[config.mk]
export PLATFORM = sky130hd
export DESIGN_NAME = kaf_divider
export DESIGN_NICKNAME = d
export VERILOG_FILES = /design/src/hdl/kaf_pkg.sv /design/src/hdl/kaf_divider.sv
export VERILOG_INCLUDE_DIRS = /design/src /design/src/hdl
export SDC_FILE = /design/constraint.sdc
export NUM_CORES = 1
export LEC_CHECK = 0
export BUFFER_PORTS_ARGS = -buffer_cell sky130_fd_sc_hd__buf_2
export CORE_ASPECT_RATIO = 1.1
export CORE_MARGIN = 2
export CORE_UTILIZATION = 30
export CTS_CLUSTER_SIZE = 28
export DETAILED_ROUTE_END_ITERATION = 12
export PLACE_DENSITY = 0.5
export SLEW_MARGIN = 10
export SYNTH_ARGS = -nofsm -noshare
export SYNTH_HDL_FRONTEND = slang
export SYNTH_SLANG_ARGS = --single-unit
[constraint.sdc]
create_clock -name clock -period 6.3 [get_ports clock]
set_input_delay 1.575 -clock clock [delete_from_list [all_inputs] [get_ports clock]]
set_output_delay 1.575 -clock clock [all_outputs]
set_load 0.1 [all_outputs]
[src/hdl/assert_macros.svh]
// assertion macros shared by the rtl files
`ifndef ASSERT_MACROS_SVH
`define ASSERT_MACROS_SVH

// implication checked at every clock edge outside reset
`define ASSERT_IMPL(label, clk, rst, ante, cons) \
   label: assert property (@(posedge clk) disable iff (rst) (ante) |-> (cons)) \
      else $error("assertion failed");

// next-cycle implication checked outside reset
`define ASSERT_NEXT(label, clk, rst, ante, cons) \
   label: assert property (@(posedge clk) disable iff (rst) (ante) |=> (cons)) \
      else $error("assertion failed");

`endif

[src/hdl/kaf_pkg.sv]
// shared types and constants of the angle filter
package kaf_pkg;

   localparam int DataW  = 32;
   localparam int DtW    = 25;
   localparam int MnoiseW = 29;
   localparam int CsrW   = 29;
   localparam int FracBits = 24;
   localparam logic signed [31:0] OneQ24 = 32'sd16777216;

   localparam logic [1:0] CsrAngleNoise = 2'd0;
   localparam logic [1:0] CsrBiasNoise  = 2'd1;
   localparam logic [1:0] CsrMeasNoise  = 2'd2;

   // divider control between sequencer and division unit
   typedef struct packed {
      logic               start;
      logic signed [63:0] num;
      logic        [63:0] den;
   } div_req_type;

   typedef struct packed {
      logic               done;
      logic signed [63:0] quo;
   } div_rsp_type;

   function automatic logic signed [31:0] sat32(input logic signed [65:0] x);
      logic signed [31:0] r;
      if (x > 66'sd2147483647) r = 32'sh7fffffff;
      else if (x < -66'sd2147483648) r = 32'sh80000000;
      else r = x[31:0];
      return r;
   endfunction

   // round to nearest, ties toward plus infinity, by 2^24
   function automatic logic signed [65:0] rescale(input logic signed [65:0] x);
      logic signed [65:0] t;
      t = x + 66'sd8388608;
      return t >>> FracBits;
   endfunction

endpackage

[src/hdl/kaf_divider.sv]
// restoring divider, magnitude rounded to nearest with ties away from zero
module kaf_divider (
   input  logic                 clock,
   input  logic                 reset,
   input  kaf_pkg::div_req_type req,
   output kaf_pkg::div_rsp_type rsp
);
   import kaf_pkg::*;
   `include "assert_macros.svh"

   logic        [63:0] rem_ff, rem_in;
   logic        [63:0] quo_ff, quo_in;
   logic        [63:0] den_ff, den_in;
   logic               neg_ff, neg_in;
   logic        [6:0]  cnt_ff, cnt_in;
   logic               busy_ff, busy_in;
   logic               done_ff, done_in;
   logic        [63:0] mag;
   logic        [64:0] trial;
   logic        [64:0] shifted;

   always_comb begin
      rem_in = rem_ff;
      quo_in = quo_ff;
      den_in = den_ff;
      neg_in = neg_ff;
      cnt_in = cnt_ff;
      busy_in = busy_ff;
      done_in = 1'b0;
      mag = req.num[63] ? (64'd0 - req.num) : req.num;
      shifted = {rem_ff, quo_ff[63]};
      trial = shifted - {1'b0, den_ff};
      if (req.start) begin
         // bias the dividend by half the divisor for rounding
         quo_in = mag + (req.den >> 1);
         rem_in = '0;
         den_in = req.den;
         neg_in = req.num[63];
         cnt_in = 7'd64;
         busy_in = 1'b1;
      end else if (busy_ff) begin
         if (!trial[64]) begin
            rem_in = trial[63:0];
            quo_in = {quo_ff[62:0], 1'b1};
         end else begin
            rem_in = shifted[63:0];
            quo_in = {quo_ff[62:0], 1'b0};
         end
         cnt_in = cnt_ff - 7'd1;
         if (cnt_ff == 7'd1) begin
            busy_in = 1'b0;
            done_in = 1'b1;
         end
      end
   end

   always_ff @(posedge clock) begin
      if (reset) begin
         busy_ff <= 1'b0;
         done_ff <= 1'b0;
         cnt_ff <= '0;
      end else begin
         busy_ff <= busy_in;
         done_ff <= done_in;
         cnt_ff <= cnt_in;
      end
      rem_ff <= rem_in;
      quo_ff <= quo_in;
      den_ff <= den_in;
      neg_ff <= neg_in;
   end

   assign rsp.done = done_ff;
   assign rsp.quo = neg_ff ? (64'sd0 - $signed(quo_ff)) : $signed(quo_ff);

   `ASSERT_NEXT(a_done_after_busy, clock, reset, busy_ff && cnt_ff == 7'd1, done_ff)
   `ASSERT_IMPL(a_busy_count, clock, reset, busy_ff, cnt_ff != 7'd0)
endmodule
### Word level (Yosys, flattened, before mapping)

Index checks and enable logic that the tools add are counted.

| storage, ports and cells | value |
|---|---|
| flip-flop bits (word level) | 202 |
| input port bits | 131 |
| output and inout bits | 65 |
| word-level logic and storage cells | 30 |

| cells by class | value |
|---|---|
| add/subtract/negate cells | 5 |
| eq/ne operators | 1 |
| multiplexer cells | 12 |
| bitwise operators | 1 |
| reduce and logical (&&, ||, !) cells | 3 |

Operators by type and width:

| kind | count |
|---|---|
| 64-bit two-way mux | 5 |
| 1-bit by 64-bit subtractor with 64-bit output (first input constant) | 2 |
| 65-bit by 64-bit subtractor with 65-bit output | 1 |
| 64-bit by 63-bit adder with 64-bit output | 1 |
| 7-bit two-way mux | 2 |
| 7-bit by 1-bit equality test with 1-bit output (second input constant) | 1 |
| 7-bit by 1-bit subtractor with 7-bit output (second input constant) | 1 |
| 1-bit two-way mux | 5 |
| 3-bit OR reduction | 1 |
| 2-bit nonzero test | 1 |
| 2-bit OR reduction | 1 |
| 1-bit inverter | 1 |

### Longest topological paths before layout

Gate-level depths: netlist of run 1.

| logic depth | value |
|---|---|
| word-level depth | 4 |
| gate-level depth with buffers | 22 |
| mapped depth without buffers | 20 |

### Worst setup path after synthesis of run 1

No wires, ideal clock.

| path | value |
|---|---|
| kind | input -> register |
| start point | input req[68] (netlist name) |
| end point | register quo_ff[59], data pin |
| setup time | 261 ps |
| data arrival time | 6,120 ps |
| required time | 6,039 ps |
| path slack | -81 ps |
| cell stages on the path | 19 |
| path buffers | 1 |
| cells stage by stage | or4_4 or4b_4 or3_1 or2_4 and3b_1 nand2_1 o41ai_1 xnor2_1 ha_1 clkbuf_1 nand4_1 or2_2 a2bb2oi_1 a21boi_0 a21oi_1 a31oi_1 o21bai_1 nor3_1 a311o_1 |

| between the ends | value |
|---|---|
| word-level cells in the longest chain between the ends | 4 |

Ends and longest elaborated chain:

| what | line | source |
|---|---|---|
| from (decl) | kaf_divider.sv:5 | `input kaf_pkg::div_req_type req,` |
| 1-bit by 64-bit subtractor with 64-bit output | kaf_divider.sv:30 | `mag = req.num[63] ? (64'd0 - req.num) : req.num;` |
| 64-bit two-way mux (*) | kaf_divider.sv:30 |  |
| 64-bit by 63-bit adder with 64-bit output (*) | kaf_divider.sv:35 | `quo_in = mag + (req.den >> 1);` |
| 64-bit two-way mux (*) | kaf_divider.sv:33 | `if (req.start) begin` |
| net quo_in[59] | kaf_divider.sv:12 | `logic [63:0] quo_ff, quo_in;` |
| to (signal assigned) | kaf_divider.sv:68 | `quo_ff <= quo_in;` |
| to (decl) | kaf_divider.sv:12 |  |

The timed path passes the listed nets; every way through them passes the cells marked *.
A chain may end at the register's enable or synchronous reset.

### Worst setup path after layout of run 1

| path | value |
|---|---|
| start point | input req[68] (netlist name) |
| end point | register quo_ff[61], data pin |

The elaborated chain is that of the path after synthesis.

==> summary.md, run 1 <==
| Metric | Value |
|---|---|
| Status | finished, final reports clean |
| Origin of the critical flop-to-flop path | quo_ff[63] |
| CTS Buf Count | 26 |
| CORE AREA | 0.0610 mm2 |
| Initial Util | 30.3% |
| Final clock period utilization by the worst path | a little over nine tenths |
| Multi-input logic area | 0.0124 mm2 |
| Hold Path Depth | 2 |
| Final Skew | 0.0175 ns |
| Maxcap violations | 0 |
| Final WS setup | 0.223 ns |
| Mapped Area | between 0.015 and 0.02 mm2 |
| Seq cells post-synth | slightly above 200 |
| Fill cells | 6241 |
| Area growth, synth to finish | 24.1% |
| Number of global-route vias before repair | between 15000 and 20000 |
| I/O Buffers | 195 |
| Placed Area | around 0.022 mm2 |
| Ys flop type | edfxtp_1 |
| Crit end category | register |
| CP Class | input port to register |
| Chip Width | 241 um |
| Sequential share of the synthesized area | ~29% |
| VDD IR max | 252 uV |
| Worst hold endpoint | rem_ff[47] |
| Via count | 17800 |
| Final hold viol count | 0 |
| Worst r2r dst | rem_ff[38] |
| Clock sinks | between 200 and 250 |
| Layout cell share with drive strength beyond 1 | between 20% and 30% |
| FP Rows | 95 |
| RSZ-0062 raised after global routing | false |
| DRC Markers | 0 |
| Reg-to-reg slack, setup | approximately 1.4 ns |
| H-tree levels | 1 |
| Power Density | 286 mW/mm2 |
| Hold Crit Start | rem_ff[47] |
| Min Tclk post-route | 6.08 ns |
| Type of the worst min-delay path | register to register |
| List of most frequent post-synthesis cells | nand2_1, xnor2_1, a21oi_1 |
| Length in cells of the worst reg-to-reg path | 15 |
| Post-synth EDFFs | 129 |
| Initial drt markers | 1041 |
| Top post-synthesis cells by area | edfxtp_1, ha_1, xnor2_1 |
| GRT Total Usage | around a fifth |
| TritonCTS clock tree | built |
| Remaining antenna violation count | 0 |
| DR pass1 iterations | 5 |
| # IOs | 196 |
| Root buffer cell | clkbuf_16 |
| Vias per cell | 5.21 |
| Least-Margin Pin Slew | 1.19 ns |
| Nets | ~2800 |
| Setup violations, final | 0 |
| Post-synth top area share | 21.0% |
| Final-report max-slew violation count | 0 |
| Most common cell in the netlist | nand2_1 |
| Register area | ~0.0053 mm2 |
| Max FO, Critical Path | 6 |
| Synthesized instance count | 2192 |
| LEAKAGE | 9.47 nW |
| Max clock buf depth | 3 |
| Routability cong. | 0.925 |
| Final wirelength | around 64 mm |
| Syn Nets | 2466 |
| Startpoint Class | input port |
| Final total power | around 0.0066 W |
| Asr flop ratio synth | 0% |
| Slew HR | 20.0% |
| Clock transition at path regs | 0.06 ns |
| Largest net degree at the start of global routing | 79 |
| Final Hold Slack | 0.483 ns |
| Maximum clock frequency | 0.165 GHz |
| DR WL/cell | 18.7 um |
| Grt ovf | 0 |
| Hpwl dp | 50.6 mm |
| First-pass GRT wire length | 97.7 mm |
| Final Cell Area | 0.0229 mm2 |
| Initial antenna violation count | 21 |
| Critical path required time | 6.59 ns |
| Synth warn | 0 |
| Crit. Startpoint | req[68] |
| Distinct cells, synth | 90 |
| Final core area utilization | a little under two fifths |
| Die ar. | 0.0636 mm2 |
| Post-synth top area cell | edfxtp_1 |
| Clk Latency, worst-skew pair | 0.57 ns |
| Pre-CTS setup slack | -0.599 ns |
| Crit path DAT | around 6.4 ns |
| Avg Inst Size Synth | 8.43 um2 |
| Die height | 264 um |
## flip-flops by register name, indices dropped and copies added, names as in the netlist
| register | flops |
|---|---|
| busy_ff | 1 |
| cnt_ff | 7 |
| den_ff | 64 |
| done_ff | 1 |
| neg_ff | 1 |
| quo_ff | 64 |
| rem_ff | 64 |
## critical path, cell delays in order
cell	delay, ns
buf_2	0.11
or4_4	0.54
or4b_4	0.51
or2_2	0.31
nor3_2	0.20
nand4_1	0.12
buf_4	0.17
o41ai_1	0.37
xnor2_1	0.18
ha_1	0.28
buf_4	0.17
a21o_1	0.18
a221o_1	0.35
a21oi_1	0.21
o22a_1	0.17
o41ai_1	0.06
buf_4	0.16
a211oi_1	0.30
o41ai_1	0.15
xnor2_1	0.15
o21ai_0	0.10
## repair_timing
item | in CTS | in global routing
endpoints found under the hold margin | 0 | 0
endpoints found under the setup margin | 0 | 20
setup buffers | 0 | 1
gates resized for setup | 0 | 15
hold buffers | 0 | 0
## power breakdown
part	switching (W)	internal [W]
Sequential	0.000179	0.00162
Combinational	0.00209	0.00102
Clock	0.000638	0.00101
## kinds of logic after synthesis
family	Yosys count	share of synthesized area, %
mux	62	3.70
flops	202	28.9
buf+inv	219	4.61
compound gates	654	23.7
xor+xnor	242	11.5
fa+ha+maj	143	9.77
simple gates	670	17.9
## stage by stage
stage	setup TNS, ns	std cells
final	0	3407
after global routing	0	3404
after CTS	0	3389
after detailed placement	-11.21	3341
after global placement	-10.06	3341
after floorplan	0	2192
## placed cells by master (no fill, tap or decap), types with 45 or more instances in the layout
master / netlist / routed
a21oi_1: 161 / 160
inv_1: 114 / 113
a21o_1: 62 / 62
nand4_1: 45 / 45
nor2_1: 150 / 148
nand2_1: 248 / 248
xor2_1: 47 / 47
mux2_2: 51 / 51
ha_1: 141 / 140
o21ai_0: 125 / 125
dfxtp_1: 73 / 72
buf_4: 2 / 233
xnor2_1: 195 / 193
buf_2: 11 / 193
edfxtp_1: 129 / 129
## per-layer routing
layer / part of all wire [%] / up-vias / track usage [%]
li1: - / 8816 / -
met3: 4.8 / 101 / 2.08
met4: 3.6 / 2 / 7.77
met5: 0.016 / - / 0
met1: 46 / 8390 / 26.8
met2: 45 / 449 / 31.2
## worst max path at each step
| stage | to | slack, ns | cells past startpoint |
|---|---|---|---|
| after floorplan | quo_ff[59] | 0.05 | 19 |
| after global placement | quo_ff[63] | -0.57 | 21 |
| after CTS | quo_ff[59] | 0.006 | 19 |
| after detailed placement | quo_ff[59] | -0.60 | 19 |
| final | quo_ff[61] | 0.22 | 21 |
| after global routing | quo_ff[49] | 0.006 | 21 |
## area by class of cell
class	count	share of cell area [%]
repair buffers	430	12.1
well taps	824	4.50
flip-flops and latches	202	23.3
multi-input cells	1771	54.0
diodes	17	0.186
clock inverters	15	0.955
clock buffers	33	3.13
inverters	115	1.88
(Power assumes the default switching activity.)
==> run 2: changes to the inputs <==
MAX_ROUTING_LAYER = met4   (was unset)
PLACE_DENSITY = 0.48   (was 0.5)
clock period = 5.8 ns   (was 6.3 ns; I/O delays follow)
==> summary.md, run 2 (synthesized netlist as in run 1, its figures left out) <==
| Metric | Value |
|---|---|
| Nets | 2885 (+2.3%) |
| Maximum clock frequency | 0.172 GHz |
| Routability cong. | 0.944 (+2.0%) |
| Initial antenna violation count | 15 (-29%) |
| GRT Total Usage | 20.7% (+1.1 points) |
| Via count | 18100 (+1.9%) |
| Root buffer cell | clkbuf_16 |
| Die height | 264 um (unchanged) |
| First-pass GRT wire length | 100 mm (+2.8%) |
| Crit path DAT | 6.10 ns (-0.27 ns) |
| Maxcap violations | 0 (unchanged) |
| Most frequent cells in the layout | buf_4, nand2_1, xnor2_1, buf_2, nor2_1 |
| Layout cell share with drive strength beyond 1 | 28.7% (+5.8 points) |
| Final Non-Filler Cells | 3461 (+1.6%) |
| Number of global-route vias before repair | 17500 (+1.2%) |
| Clock transition at path regs | 0.06 ns (about the same) |
| Type of the worst min-delay path | register to register |
| Final-report max-slew violation count | 0 (unchanged) |
| Final wirelength | 66.1 mm (+3.8%) |
| Clk Latency, worst-skew pair | 0.56 ns (about the same) |
| Final total power | 0.00722 W (+10%) |
| Critical path's slowest cell | or4_4 |
| I/O Buffers | 195 (unchanged) |
| Least-Margin Pin Slew | 1.06 ns (-0.132 ns) |
| Failing checks | setup timing |
| Final core area utilization | 39.6% (+2.0 points) |
| TritonCTS clock tree | built |
| Power Density | 299 mW/mm2 (+4.6%) |
| DRC Markers | 0 (unchanged) |
| Min Tclk post-route | between 5 and 6 ns |
| RSZ-0062 raised after global routing | true |
| CP Class | input port to register |
| Cts hold-fix bufs | 0 (unchanged) |
| Remaining antenna violation count | 0 (unchanged) |
| H-tree levels | 1 (unchanged) |
| Crit end category | register |
| Largest net degree at the start of global routing | 142 (+80%) |
| Grt ovf | 0 (unchanged) |
| FP Rows | 95 (unchanged) |
| Die ar. | 0.0636 mm2 (unchanged) |
| Vias per cell | 5.23 (+0.29%) |
| Final hold viol count | 0 (unchanged) |
| Startpoint Class | input port |
| Final Hold Slack | 0.490 ns (+0.00730 ns) |
| Commonest non-fill, non-tap cell in the layout | buf_4 |
| Final clock period utilization by the worst path | 100% |
| Worst path cell trace | buf_6, or4_4, or4b_4, buf_4, nor4_4, buf_4, nand4_4, nand2b_4, o21ai_1, xnor2_1, ha_1, a21o_1, a21o_1, a21o_1, a221o_1, a31oi_2, o21ai_2, nor2_4, o31a_1, xnor2_1, mux2_4 |
| Chip Width | 241 um (unchanged) |
| Area growth, synth to finish | 30.7% |
| Slew HR | 29.2% (+9.2 points) |
| Placed insts | 3383 (+1.3%) |
| Critical path required time | 6.09 ns (-0.50 ns) |
| # IOs | 196 (unchanged) |
| Largest registers | den_ff: 64 flops, quo_ff: 64 flops, rem_ff: 64 flops |
| CTS Buf Count | 25 (-3.8%) |
| Max FO, Critical Path | 6 (unchanged) |
| Initial drt markers | 1149 (+10%) |
| LEAKAGE | 10.0 nW (+5.8%) |
| CORE AREA | 0.0610 mm2 (unchanged) |
| DR WL/cell | 19.1 um (+2.2%) |
| DR pass1 iterations | 5 (unchanged) |
| Setup violations, final | 1 (+1) |
| Critical path's largest stage delay | 0.53 ns (about the same) |
| Status | finished, violations left |
| Clock sinks | 202 (unchanged) |
| Hpwl dp | 52.2 mm (+3.1%) |
| VDD IR max | 313 uV (+24%) |
| Initial Util | 30.3% (unchanged) |
| Final WS setup | -0.0126 ns (-0.236 ns) |
| Max clock buf depth | 3 (unchanged) |
| CP dominant cell by count | a21o_1 |
| Final Skew | 0.0238 ns (+0.00627 ns) |
## run 2: cell count changes in the layout (fill, tap and decap cells not counted), sizes merged
cell	before	now
buf	429	495
diode	17	8
bufinv	5	3
clkinv	7	5
clkbuf	34	35
## run 2: final timing paths
kind	to	start	depth (start not counted)	slack, ns
worst min register to register	rem_ff[47]	rem_ff[47]	2	0.49
worst max-delay path	quo_ff[56]	req[68]	21	-0.01
worst min-delay path	rem_ff[47]	rem_ff[47]	2	0.49
worst max register to register	quo_ff[0]	quo_ff[63]	13	0.67
## run 2: area by class of cell
class | count | area, um2
diodes | 8 | 20.0
clock buffers | 34 | 704
clock inverters | 11 | 145
fillers | 6146 | 36800
inverters | 115 | 432
multi-input cells | 1771 | 13100
flip-flops and latches | 202 | 5340
well taps | 824 | 1030
repair buffers | 496 | 3390
## run 2: stage by stage
stage          cell area, um2  setup TNS, ns  worst slack, ns
2_1_floorplan           18600         -0.936           -0.204
3_3_place_gp            22400         -22.64           -0.894
3_5_place_dp            22400         -22.85           -0.878
4_1_cts                 23300              0         0.000619
5_1_grt                 24100          -1.30           -0.170
6_report                24100        -0.0126          -0.0126
## run 2: power breakdown
| group | switching, W | internal (W) |
|---|---|---|
| logic | 0.00236 | 0.00124 |
| clock network | 0.000668 | 0.000985 |
| registers | 0.000193 | 0.00176 |
## run 2: what timing repair did
action	in CTS	in global routing
endpoints found under the setup margin	31	44
resized for setup	27	144
setup buffers	1	24
pin swaps	4	80
## run 2: worst max-delay path, delay by kind of cell
kind                     cells  cell delay, ns
XOR/XNOR                     2            0.24
adder cells (fa/ha/maj)      1            0.28
buffers and inverters        3            0.43
AND/OR/NAND/NOR              6            1.87
AO/OA/AOI/OAI                8            1.56
multiplexers                 1            0.26
## run 2: layer usage
layer	share of wire, %	GRT usage, %	vias up	wire [um]
li1	-	-	8918	-
met4	2.4	5.44	0	1570
met2	46	33.0	348	30700
met3	3.4	1.38	74	2250
met1	48	28.2	8752	31700
met5	0	-	-	0
